<file path="src/rtl/core/c2sw_delay.sv">
// Clock-enabled shift register that keeps side data aligned with the pipeline.
`timescale 1ns / 1ps
module c2sw_delay #(
    parameter int W = 8,
    parameter int D = 4
) (
    input  logic         i_clk,
    input  logic         i_ce,
    input  logic [W-1:0] i_d,
    output logic [W-1:0] o_q
);
    logic [W-1:0] r_sh [D];

    always_ff @(posedge i_clk) begin
        if (i_ce) begin
            r_sh[0] <= i_d;
            for (int k = 1; k < D; k++) begin
                r_sh[k] <= r_sh[k-1];
            end
        end
    end

    assign o_q = r_sh[D-1];
endmodule

</file>
<file path="config.mk">
export PLATFORM = sky130hd
export DESIGN_NAME = c2sw_delay
export DESIGN_NICKNAME = d
export VERILOG_FILES = /design/src/rtl/core/c2sw_delay.sv
export SDC_FILE = /design/constraint.sdc
export NUM_CORES = 1
export LEC_CHECK = 0
export ABC_AREA = 1
export BUFFER_PORTS_ARGS = -buffer_cell sky130_fd_sc_hd__buf_2
export CAP_MARGIN = 5
export CORE_ASPECT_RATIO = 1.75
export CORE_UTILIZATION = 39
export CTS_BUF_LIST = sky130_fd_sc_hd__clkbuf_4 sky130_fd_sc_hd__clkbuf_8
export DETAILED_ROUTE_END_ITERATION = 8
export PLACE_DENSITY_LB_ADDON = 0.15
export SYNTH_ARGS = -nofsm -noshare
export SYNTH_HDL_FRONTEND = slang
export SYNTH_SLANG_ARGS = --single-unit
</file>
<file path="constraint.sdc">
create_clock -name i_clk -period 1.5 [get_ports i_clk]
set_input_delay 0.3 -clock i_clk [delete_from_list [all_inputs] [get_ports i_clk]]
set_output_delay 0.3 -clock i_clk [all_outputs]
set_load 0.1 [all_outputs]
</file>
==> run_results.csv, run 1 <==
group,metric,value,unit
yosys,synth_area,961,um2
yosys,seq_area_frac_synth,100,%
clock_tree,cts_tree,"yes",
clock_tree,clockRootBuffer,"clkbuf_8",
yosys,yosys_warnings,0,
drt,drtAntennaViolNets,0,
critical_path,cp_slowest_cell,"buf_2",
drt,drt-vias-per-instance,4.59,
floorplan,placementRows,23,
final_layout,final_cell_mix,"edfxtp_1, buf_2, clkbuf_8",
pwr,powerDensity,1650,nW/um2
final_layout,largest_reg_flops,32,
clock_tree,hold_buffers,0,
pwr,p_leak,0.000448,uW
grt,grt_pass1_vias,361,
timing,rsz0062_at_grt,"false",
grt,grt.total_usage,11.0,%
yosys,synth.avg_cell_area,30.0,um2
final_layout,reg_top3,"r_sh (32)",
critical_path,path_buf_inv,1,
timing,setup_tns,0,ps
critical_path,cp_top_family,"buffers and inverters",
clock_tree,clk_pin_slew,70,ps
clock_tree,clock_latency,280,ps
drt,wl_per_cell,12.7,um
grt,overflow,0,
clock_tree,numCtsBuffers,5,
timing,hold_viol_final,0,
final_layout,antenna_cells,0,
drt,first_pass_iters,2,
clock_tree,postCtsResizedCells,0,
critical_path,crit_chain,"buf_2",
floorplan,die_h,67.7,um
drt,num_vias,381,
place,gp_congestion,0.586,
final_layout,regMostFlops,"r_sh",
final_layout,layout.nets,67,
final_layout,nFillCells,197,
final_layout,multi_input_area,0,um2
status,status,"complete, no violations",
timing,fin_worst_skew,8.27,ps
final_layout,fin_cells,83,
yosys,synth-seq-cells,32,
critical_path,critPathCaptureType,"output pin",
floorplan,start_util,41.7,%
clock_tree,cts_sinks,32,
yosys,synth_nets,42,
timing,period_minus_slack,1320,ps
timing,maxSlewHeadroom,67.9,%
grt,antenna_found_initial,0,
drt,drc,0,
clock_tree,cts_setup_buffers,0,
place,place_inst,75,
job,drv_cap,0,
final_layout,mostFrequentLayoutCell,"edfxtp_1",
final_layout,drive_above_1_share,44.8,%
critical_path,startpoint_type,"register",
critical_path,path_max_fanout,1,
drt,drtIter0Drc,8,
floorplan,io_pins,18,
yosys,synthCells,32,
grt,grt_max_degree,33,
final_layout,multi_input_gates,0,
hold_path,hold_path_class,"input pin to register",
drt,wirelength,1.06,mm
timing,setup_viol,0,
timing,fin_crit_sh,88.3,%
floorplan,core,2300,um2
timing,timing.fmax,755,MHz
floorplan,die_area,2670,um2
critical_path,arrival,1020,ps
critical_path,worst-setup-path-type,"register to output pin",
clock_tree,htree_levels,2,
grt,grt_pass1_wl,1.64,mm
floorplan,die_x,39.5,um
timing,slew_viol_final,0,
yosys,synth_cell_types,1,
pwr,ir_worst_vdd,0.000850,V
final_layout,syn2layout_area_growth,25.8,%
critical_path,worstPathRequired,1200,ps
place,port_buffers,17,
clock_tree,cts_buffer_depth,2,
timing,worstMarginPinSlew,485,ps
critical_path,slowest_delay,420,ps
-- cells by family after synthesis --
family and synth area share, %:
flops 100
-- layer usage --
layer	vias to the layer above	track usage [%]	part of all wire [%]
met5	-	0	0
met4	0	11.6	5.1
met1	174	11.1	37
li1	178	-	-
met3	6	6.91	10
met2	23	13.9	48
-- path summary, 6_finish.rpt --
path               from         end  slack [ps]  cells past startpoint
min              i_d[3]  r_sh[0][3]         190                      1
max          r_sh[3][2]      o_q[2]         180                      1
max reg2reg  r_sh[0][5]  r_sh[1][5]         830                      0
min reg2reg  r_sh[1][7]  r_sh[2][7]         420                      0
-- synthesized netlist by cell type (all sizes together) --
cell type | n | share of area (%)
edfxtp | 32 | 100
-- per-stage QoR --
| step | total power [uW] | utilization, % | hold WS [ps] | instance area (um2) | worst slack (ps) |
|---|---|---|---|---|---|
| after global routing | 2060 | 52.5 | 184 | 1210 | 138 |
| final | 2000 | 52.5 | 194 | 1210 | 176 |
| after global placement | 1210 | 47.7 | 404 | 1100 | 483 |
| after floorplan | 1170 | - | 399 | 961 | 296 |
| after CTS | 2020 | 52.5 | 182 | 1210 | 155 |
| after detailed placement | 1220 | 47.7 | 405 | 1100 | 467 |
-- area by class of cell --
type / instances / area [um2] / share of cell area (%)
clock buffer: 6 / 76.3 / 6.31
tap: 25 / 31.3 / 2.59
clock inverter: 2 / 35.0 / 2.90
timing repair buffer: 18 / 105 / 8.70
sequential: 32 / 961 / 79.5
-- report_power, final --
group	switching [uW]	total [uW]	internal, uW
sequential	15.1	1070	1050
clock	286	796	510
combinational	111	132	21.2
total	411	2000	1580
Note: power is estimated with default switching activity, not from simulation.
==> run 2: changes to the inputs <==
Settings changed: CORE_ASPECT_RATIO 1.75 to 0.7.
==> run 2 against run 1 <==
  * Global-route usage fell by 1.8 points
  * Power fell by 17%
  * Register-to-register slack improved by 40 ps
  * Via count rose by 1.8%
  * Largest cell class unchanged
  * Sequential power barely moved
  * Combinational power barely moved
  * Non-clock buffer count did not move
  * Fmax fell by 2.9%
  * Core utilization fell by 0.66 points
  * Clock-buffer cell count rose by 1
  * First-iteration DRC count rose by 25%
  * Wire length fell by 7.7%
==> run_results.csv, run 2 (synthesized netlist as in run 1, its figures left out) <==
group,metric,value,unit
timing,setup_tns,0,ps
critical_path,crit_cells,1,
hold_path,whs_path_depth,1,
drt,num_vias,388,
pwr,ir_worst_vdd,0.000590,V
pwr,power_frac_clock,27.9,%
critical_path,arrival,1060,ps
clock_tree,cts_setup_buffers,0,
floorplan,die_h,43.5,um
critical_path,critPathCaptureType,"output pin",
floorplan,placementRows,14,
clock_tree,clock_latency,310,ps
final_layout,fin_cells,90,
floorplan,start_util,42.9,%
drt,drt-vias-per-instance,4.31,
pwr,p_sw_share,22.4,%
critical_path,crit_chain,"buf_2",
pwr,p_leak,0.000423,uW
drt,drtIter0Drc,10,
critical_path,cp_slowest_cell,"buf_2",
clock_tree,numCtsBuffers,5,
timing,period_minus_slack,1360,ps
pwr,p_int,1290,uW
critical_path,slowest_delay,420,ps
timing,worstMarginPinSlew,487,ps
timing,timing.hold.ws,156,ps
final_layout,final_cell_mix,"edfxtp_1, buf_2, clkbuf_4",
pwr,powerDensity,1430,nW/um2
pwr,p_sw,372,uW
critical_path,worstPathRequired,1200,ps
floorplan,die_x,61.3,um
place,place_inst,82,
critical_path,worstRegToRegCells,0,
final_layout,fin_area,1160,um2
clock_tree,cts_buffer_depth,2,
final_layout,regMostFlops,"r_sh",
status,status,"complete, no violations",
final_layout,reg_top3,"r_sh (32)",
timing,slew_viol_final,0,
critical_path,startpoint_type,"register",
clock_tree,hold_buffers,0,
pwr,pwr-share-comb,8.0,%
final_layout,syn2layout_area_growth,21.0,%
critical_path,cp_top_family,"buffers and inverters",
timing,maxSlewHeadroom,67.8,%
critical_path,r2r_slack,870,ps
drt,first_pass_iters,3,
final_layout,drive_above_1_share,43.1,%
floorplan,io_pins,18,
place,gp_congestion,0.553,
grt,grt_pass1_vias,370,
timing,fin_worst_skew,7.03,ps
timing,timing.fmax,733,MHz
final_layout,mostFrequentLayoutCell,"edfxtp_1",
timing,fin_crit_sh,91.0,%
final_layout,largest_reg_flops,32,
place,port_buffers,17,
final_layout,fin_util,51.8,%
grt,grt_max_degree,33,
grt,grt.total_usage,9.20,%
clock_tree,htree_levels,2,
critical_path,path_buf_inv,1,
drt,wl_per_cell,10.8,um
timing,hold_viol_final,0,
grt,antenna_found_initial,0,
grt,overflow,0,
drt,wirelength,975,um
clock_tree,clockRootBuffer,"clkbuf_4",
grt,grt_pass1_wl,1.52,mm
critical_path,worst-setup-path-type,"register to output pin",
drt,drtAntennaViolNets,0,
place,detailed_place.area,1110,um2
clock_tree,postCtsResizedCells,0,
floorplan,core,2240,um2
final_layout,antenna_cells,0,
hold_path,hold_path_class,"input pin to register",
timing,setup_viol,0,
clock_tree,cts_sinks,32,
drt,drc,0,
pwr,seqPwrFrac,64.1,%
final_layout,multi_input_area,0,um2
timing,rsz0062_at_grt,"false",
final_layout,layout.nets,67,
critical_path,path_max_fanout,1,
clock_tree,clk_pin_slew,90,ps
clock_tree,cts_tree,"yes",
job,drv_cap,0,
final_layout,multi_input_gates,0,
floorplan,die_area,2670,um2
run 2: cell type report:
class,count,area (um2)
Tap cell,32,40.0
Sequential cell,32,961
Clock buffer,7,52.6
Fill cell,204,1080
Clock inverter,1,3.75
Timing Repair Buffer,18,105
run 2: power groups by stage:
stage	combinational, uW	clock, uW	sequential [uW]
after floorplan	0	0	1170
after global placement	131	0	1080
after detailed placement	134	0	1090
after CTS	134	490	1070
after global routing	139	517	1070
final	132	464	1060
run 2: path summary, 6_finish.rpt:
check,startpoint,endpoint
hold / removal,i_d[4],r_sh[0][4]
setup / recovery,r_sh[3][5],o_q[5]
hold reg to reg,r_sh[1][6],r_sh[2][6]
setup reg to reg,r_sh[0][4],r_sh[1][4]
run 2: routing by layer:
metal	GRT usage, %	share of wire, %	vias to the layer above
met3	6.27	11	6
met4	8.00	3.8	0
met1	9.90	40	180
li1	-	-	180
met2	12.2	45	22
met5	0	0	-
run 2: through the flow:
stage | setup slack, ps | total power (uW)
after CTS | 104 | 1690
after global placement | 488 | 1210
after floorplan | 296 | 1170
final | 135 | 1660
after detailed placement | 466 | 1220
after global routing | 69.0 | 1730
