`src/rtl/core/c2sw_pkg.sv`:
```
// Shared types and constants for the Cartesian to spherical window unit.
`timescale 1ns / 1ps
package c2sw_pkg;

    typedef struct packed {
        logic signed [31:0] x_coord;
        logic signed [31:0] y_coord;
        logic signed [31:0] z_coord;
    } t_point;

    typedef struct packed {
        logic        [31:0] radius;
        logic        [15:0] azimuth;
        logic signed [15:0] elevation;
        logic        [2:0]  window_code;
    } t_result;

    localparam int SQRT_STEPS   = 32;
    localparam int CORDIC_ITERS = 20;
    localparam int CORDIC_PRE   = 3;
    localparam int CORDIC_LAT   = CORDIC_PRE + CORDIC_ITERS;
    localparam int CORDIC_W     = 36;
    localparam int ANGLE_W      = 24;

    localparam logic [21:0] ATAN_TAB [CORDIC_ITERS] = '{
        22'd2097152, 22'd1238021, 22'd654136, 22'd332050, 22'd166669,
        22'd83416,   22'd41718,   22'd20860,  22'd10430,  22'd5215,
        22'd2608,    22'd1304,    22'd652,    22'd326,    22'd163,
        22'd81,      22'd41,      22'd20,     22'd10,     22'd5
    };

    typedef logic [2:0] t_cfg_idx;
    localparam t_cfg_idx CFG_RADIUS_MIN    = 3'd0;
    localparam t_cfg_idx CFG_RADIUS_MAX    = 3'd1;
    localparam t_cfg_idx CFG_AZIMUTH_MIN   = 3'd2;
    localparam t_cfg_idx CFG_AZIMUTH_MAX   = 3'd3;
    localparam t_cfg_idx CFG_ELEVATION_MIN = 3'd4;
    localparam t_cfg_idx CFG_ELEVATION_MAX = 3'd5;

    typedef enum logic [2:0] {
        WIN_INSIDE  = 3'd0,
        WIN_RAD_LOW = 3'd1,
        WIN_RAD_HI  = 3'd2,
        WIN_AZ_LOW  = 3'd3,
        WIN_AZ_HI   = 3'd4,
        WIN_EL_LOW  = 3'd5,
        WIN_EL_HI   = 3'd6
    } t_win_code;

endpackage

```
`src/rtl/core/c2sw_sqrt.sv`:
```
// Pipelined restoring integer square root, one result bit per stage.
`timescale 1ns / 1ps
module c2sw_sqrt (
    input  logic        i_clk,
    input  logic        i_ce,
    input  logic [63:0] i_val,
    output logic [31:0] o_root
);
    import c2sw_pkg::*;

    logic [63:0] w_rem [SQRT_STEPS+1];
    logic [63:0] w_res [SQRT_STEPS+1];

    assign w_rem[0] = i_val;
    assign w_res[0] = '0;

    for (genvar k = 0; k < SQRT_STEPS; k++) begin : g_step
        localparam logic [63:0] STEP_BIT = 64'd1 << (62 - 2 * k);
        logic [63:0] w_trial;
        logic [63:0] n_rem;
        logic [63:0] n_res;
        logic [63:0] r_res;

        always_comb begin
            w_trial = w_res[k] + STEP_BIT;
            if (w_rem[k] >= w_trial) begin
                n_rem = w_rem[k] - w_trial;
                n_res = (w_res[k] >> 1) + STEP_BIT;
            end else begin
                n_rem = w_rem[k];
                n_res = w_res[k] >> 1;
            end
        end

        always_ff @(posedge i_clk) begin
            if (i_ce) begin
                r_res <= n_res;
            end
        end
        assign w_res[k+1] = r_res;

        if (k < SQRT_STEPS - 1) begin : g_rem
            logic [63:0] r_rem;
            always_ff @(posedge i_clk) begin
                if (i_ce) begin
                    r_rem <= n_rem;
                end
            end
            assign w_rem[k+1] = r_rem;
        end else begin : g_last
            assign w_rem[k+1] = n_rem;
        end
    end

    assign o_root = w_res[SQRT_STEPS][31:0];
endmodule

```
`config.mk`:
```
export PLATFORM = sky130hd
export DESIGN_NAME = c2sw_sqrt
export DESIGN_NICKNAME = d
export VERILOG_FILES = /design/src/rtl/core/c2sw_pkg.sv /design/src/rtl/core/c2sw_sqrt.sv
export SDC_FILE = /design/constraint.sdc
export NUM_CORES = 2
export LEC_CHECK = 0
export CELL_PAD_IN_SITES_DETAIL_PLACEMENT = 1
export CELL_PAD_IN_SITES_GLOBAL_PLACEMENT = 1
export CORE_AREA = 8 8 486 488
export DETAILED_ROUTE_END_ITERATION = 10
export DIE_AREA = 0 0 494 496
export DONT_BUFFER_PORTS = 1
export PLACE_DENSITY_LB_ADDON = 0.1
export SETUP_SLACK_MARGIN = 0.5
export SYNTH_ARGS = -nofsm -noshare
export SYNTH_HDL_FRONTEND = slang
export SYNTH_SLANG_ARGS = --single-unit
```
`constraint.sdc`:
```
create_clock -name i_clk -period 4.02 [get_ports i_clk]
set_input_delay 0 -clock i_clk [delete_from_list [all_inputs] [get_ports i_clk]]
set_output_delay 0 -clock i_clk [all_outputs]
set_load 0.02 [all_outputs]
```
==> flow_metrics.py <==
metrics = {
    "power_and_ir_drop": {
        "cellPowerDensity_mw_per_mm2": 571,
        "p_total_w": 0.0812,
        "vdd_drop_max_mv": 0.486,
        "cellLeakagePower_nw": 53.7,
    },
    "sta": {
        "rsz0062_at_grt": "true",
        "fin_crit_ns": 3.70,
        "setup_total_negative_slack_ns": 0,
        "min_period_over_period_pct": 92.1,
        "timing.clock.skew_ns": 0.0844,
        "fmaxAchievable_mhz": 270,
        "timing.final.hold_violations": 319,
        "fin_worst_hold_slack_ns": -0.662,
        "timing.final.ws_setup_ns": 0.317,
        "setup-violations-final": 0,
        "slew_limit_headroom_pct": 8.97,
        "timing.final.max_slew_violations": 0,
        "max_slew.worst_pin.slew_ns": 1.37,
    },
    "final_layout": {
        "final_common_cell": "sky130_fd_sc_hd__edfxtp_1",
        "fraction_of_layout_instances_using_a_drive_strength_above_1_pct": 14.8,
        "mostFrequentLayoutCells": "2512 x sky130_fd_sc_hd__edfxtp_1, 713 x sky130_fd_sc_hd__inv_1, 598 x sky130_fd_sc_hd__a21oi_1",
        "area_growth_syn_to_layout_pct": 18.2,
        "finalNonFillerCells": 13495,
        "finalNetCount": 10884,
        "n_fill_cell": 22060,
    },
    "status": {
        "violations_in_the_final_reports": "hold timing",
        "run_status": "complete, but fails checks",
    },
    "detailed_routing": {
        "drc": 0,
        "num_vias": 81224,
        "routed_wirelength_mm": 350,
        "drt_pass1_iterations": 5,
        "drtAntennaViolNets": 0,
        "wire_per_inst_um": 26.0,
        "drt-vias-per-instance": 6.02,
        "number_of_design_rule_violations_left_by_the_first_detailed_router_iteration": 6391,
    },
    "clock_network": {
        "clock_tree.buffer_depth": 4,
        "clkLatencyLatePin_ns": 0.96,
        "clk_pin_slew_worst_paths_ns": 0.06,
        "cts_made_buffers": 292,
        "cts.sink_count": 2512,
        "tritoncts_clock_tree": "yes",
        "clk_root_buffer_cell": "sky130_fd_sc_hd__clkbuf_16",
        "htree_num_levels": 5,
    },
    "run": {
        "cap_viol_max_count": 0,
    },
    "global_routing": {
        "globalRouteOverflowTotal": 0,
        "grt_pass1_wl_mm": 517,
        "initial_antenna_violation_count": 9,
        "global_route.usage.total_pct": 27.1,
        "largest_net_degree_at_the_start_of_global_routing": 305,
        "grt_pass1_vias": 84941,
    },
    "logic_synthesis": {
        "number_of_flops_mapped_to_enable_cells_by_yosys": 2512,
        "synthesized_area_mm2": 0.120,
        "synthesis.nets": 10194,
        "synth_area_leaders": "sky130_fd_sc_hd__edfxtp_1 63%, sky130_fd_sc_hd__ha_1 5.8%, sky130_fd_sc_hd__xnor2_1 3.6%",
        "synth-main-ff-cell": "sky130_fd_sc_hd__edfxtp_1",
        "syn_avg_cell_area_um2": 12.6,
        "post-synth-top-area-cell": "sky130_fd_sc_hd__edfxtp_1",
        "yosysWarnings": 0,
        "synth-seq-area-share_pct": 62.7,
        "async_reset_ff_share_pct": 0,
        "synth_cell_type_count": 96,
        "flop_and_latch_count_out_of_synthesis": 2512,
        "synth_top_area_share_pct": 62.7,
        "synth_cells": 9570,
    },
    "critical_path": {
        "critPathRequiredTime_ns": 4.68,
        "critical_path_class": "reg2reg",
        "setup.worst_path.start": "g_step[24].g_rem.r_rem[38]",
        "critical_path_startpoint_category": "flop",
        "r2r-start": "g_step[24].g_rem.r_rem[38]",
        "worst-r2r-setup-slack_ns": 0.32,
        "maximum_fanout_along_the_worst_path": 5,
        "critPathArrivalTime_ns": 4.36,
        "setup.worst_path.end_class": "flop",
    },
    "floorplan": {
        "floorplan.initialDensity_pct": 52.6,
        "fp-row-count": 176,
        "dieArea_mm2": 0.245,
        "design.portCount": 98,
        "core-area_mm2": 0.229,
        "die_w_um": 494,
        "die_h_um": 496,
    },
    "placed_design": {
        "numPlacedInstances": 12611,
        "preCtsSetupSlack_ns": -0.583,
        "post_detail_place_hpwl_mm": 235,
        "globalplace.congestion": 0.880,
        "io_buffers": 0,
    },
    "min_path": {
        "worstHoldPathType": "in2reg",
        "hold_sp": "i_ce",
    },
}
sequential cells by signal, indices dropped and copies added, names as in the netlist:
register            flops
g_step.g_rem.r_rem   1984
g_step.r_res          528
layer usage:
layer | track usage (%) | up-vias | part of all wire, %
li1 | - | 37160 | -
met1 | 34.2 | 41151 | 41
met2 | 49.0 | 2233 | 51
met3 | 3.43 | 674 | 4.6
met4 | 8.30 | 6 | 3.3
met5 | 0 | - | 0.011
cell type report:
class                           instances  area [um^2]  area share (%)
Multi-Input combinational cell       6130        45000            31.7
Timing Repair Buffer                  597         5960            4.20
Sequential cell                      2512        75400            53.1
Tap cell                             3026         3790            2.66
Antenna cell                            8         20.0          0.0141
Inverter                              727         2740            1.92
Clock buffer                          334         7530            5.30
Clock inverter                        161         1650            1.16
path summary, 6_finish.rpt:
check                                                   to  cells past startpoint
worst max-delay path            g_step[25].g_rem.r_rem[51]                     15
worst min-delay path            g_step[13].g_rem.r_rem[60]                      0
worst max register to register  g_step[25].g_rem.r_rem[51]                     15
worst min register to register        g_step[30].r_res[13]                      0
through the flow:
stage / area (um^2) / util, % / hold slack [ns]
2_1_floorplan: 120000 / - / 0.0989
3_3_place_gp: 125000 / 54.8 / 0.0990
3_5_place_dp: 125000 / 54.8 / 0.0990
4_1_cts: 138000 / 60.4 / -0.752
5_1_grt: 142000 / 62.2 / -0.736
6_report: 142000 / 62.2 / -0.662
cells in the mapped netlist, drive strengths merged (170+ instances only):
cell and count:
nor4 347, o21ai 423, nand4 170, nor2 624, nor3 250, xor2 376
edfxtp 2512, ha 558, nand2 594, a21oi 626, a21o 264, xnor2 498
inv 726
kinds of logic (layout without fill, tap and decap cells):
kind of cell,count (synthesis),after routing,synth area share (%)
compound gates,1833,1834,9.45
xor+xnor,874,874,6.36
fa+ha+maj,558,558,5.80
buf+inv,929,1819,2.94
flops,2512,2512,62.7
mux,88,88,0.836
other cells,0,8,0
simple gates,2776,2776,11.9
worst max-delay path, cell delays in order (launching register included):
cell,delay [ns]
sky130_fd_sc_hd__edfxtp_1,0.47
sky130_fd_sc_hd__ha_4,0.31
sky130_fd_sc_hd__nand2_2,0.07
sky130_fd_sc_hd__nor3b_2,0.20
sky130_fd_sc_hd__buf_6,0.18
sky130_fd_sc_hd__nand4_1,0.28
sky130_fd_sc_hd__nor3_4,0.29
sky130_fd_sc_hd__buf_6,0.15
sky130_fd_sc_hd__nand3_2,0.06
sky130_fd_sc_hd__buf_6,0.13
sky130_fd_sc_hd__and4b_2,0.25
sky130_fd_sc_hd__nand3b_1,0.19
sky130_fd_sc_hd__nor4bb_4,0.27
sky130_fd_sc_hd__buf_4,0.20
sky130_fd_sc_hd__nand4b_1,0.18
sky130_fd_sc_hd__xnor2_2,0.23
what timing repair did:
| action | in CTS | in global routing |
|---|---|---|
| endpoints found under the setup margin | 888 | 822 |
| endpoints found under the hold margin | 711 | 363 |
| pin swaps | 59 | 143 |
| resized for setup | 283 | 548 |
| buffers inserted | 95 | 125 |
| hold buffers | 129 | 6 |
| gates cloned | 7 | 15 |
where the power goes:
| group | leakage [nW] | internal, W | total (W) | switching [W] |
|---|---|---|---|---|
| Combinational | 25.1 | 0.00798 | 0.0187 | 0.0107 |
| Clock | 4.47 | 0.0154 | 0.0263 | 0.0109 |
| Sequential | 24.2 | 0.0333 | 0.0363 | 0.00299 |
Power figures use the tool's default switching activity.
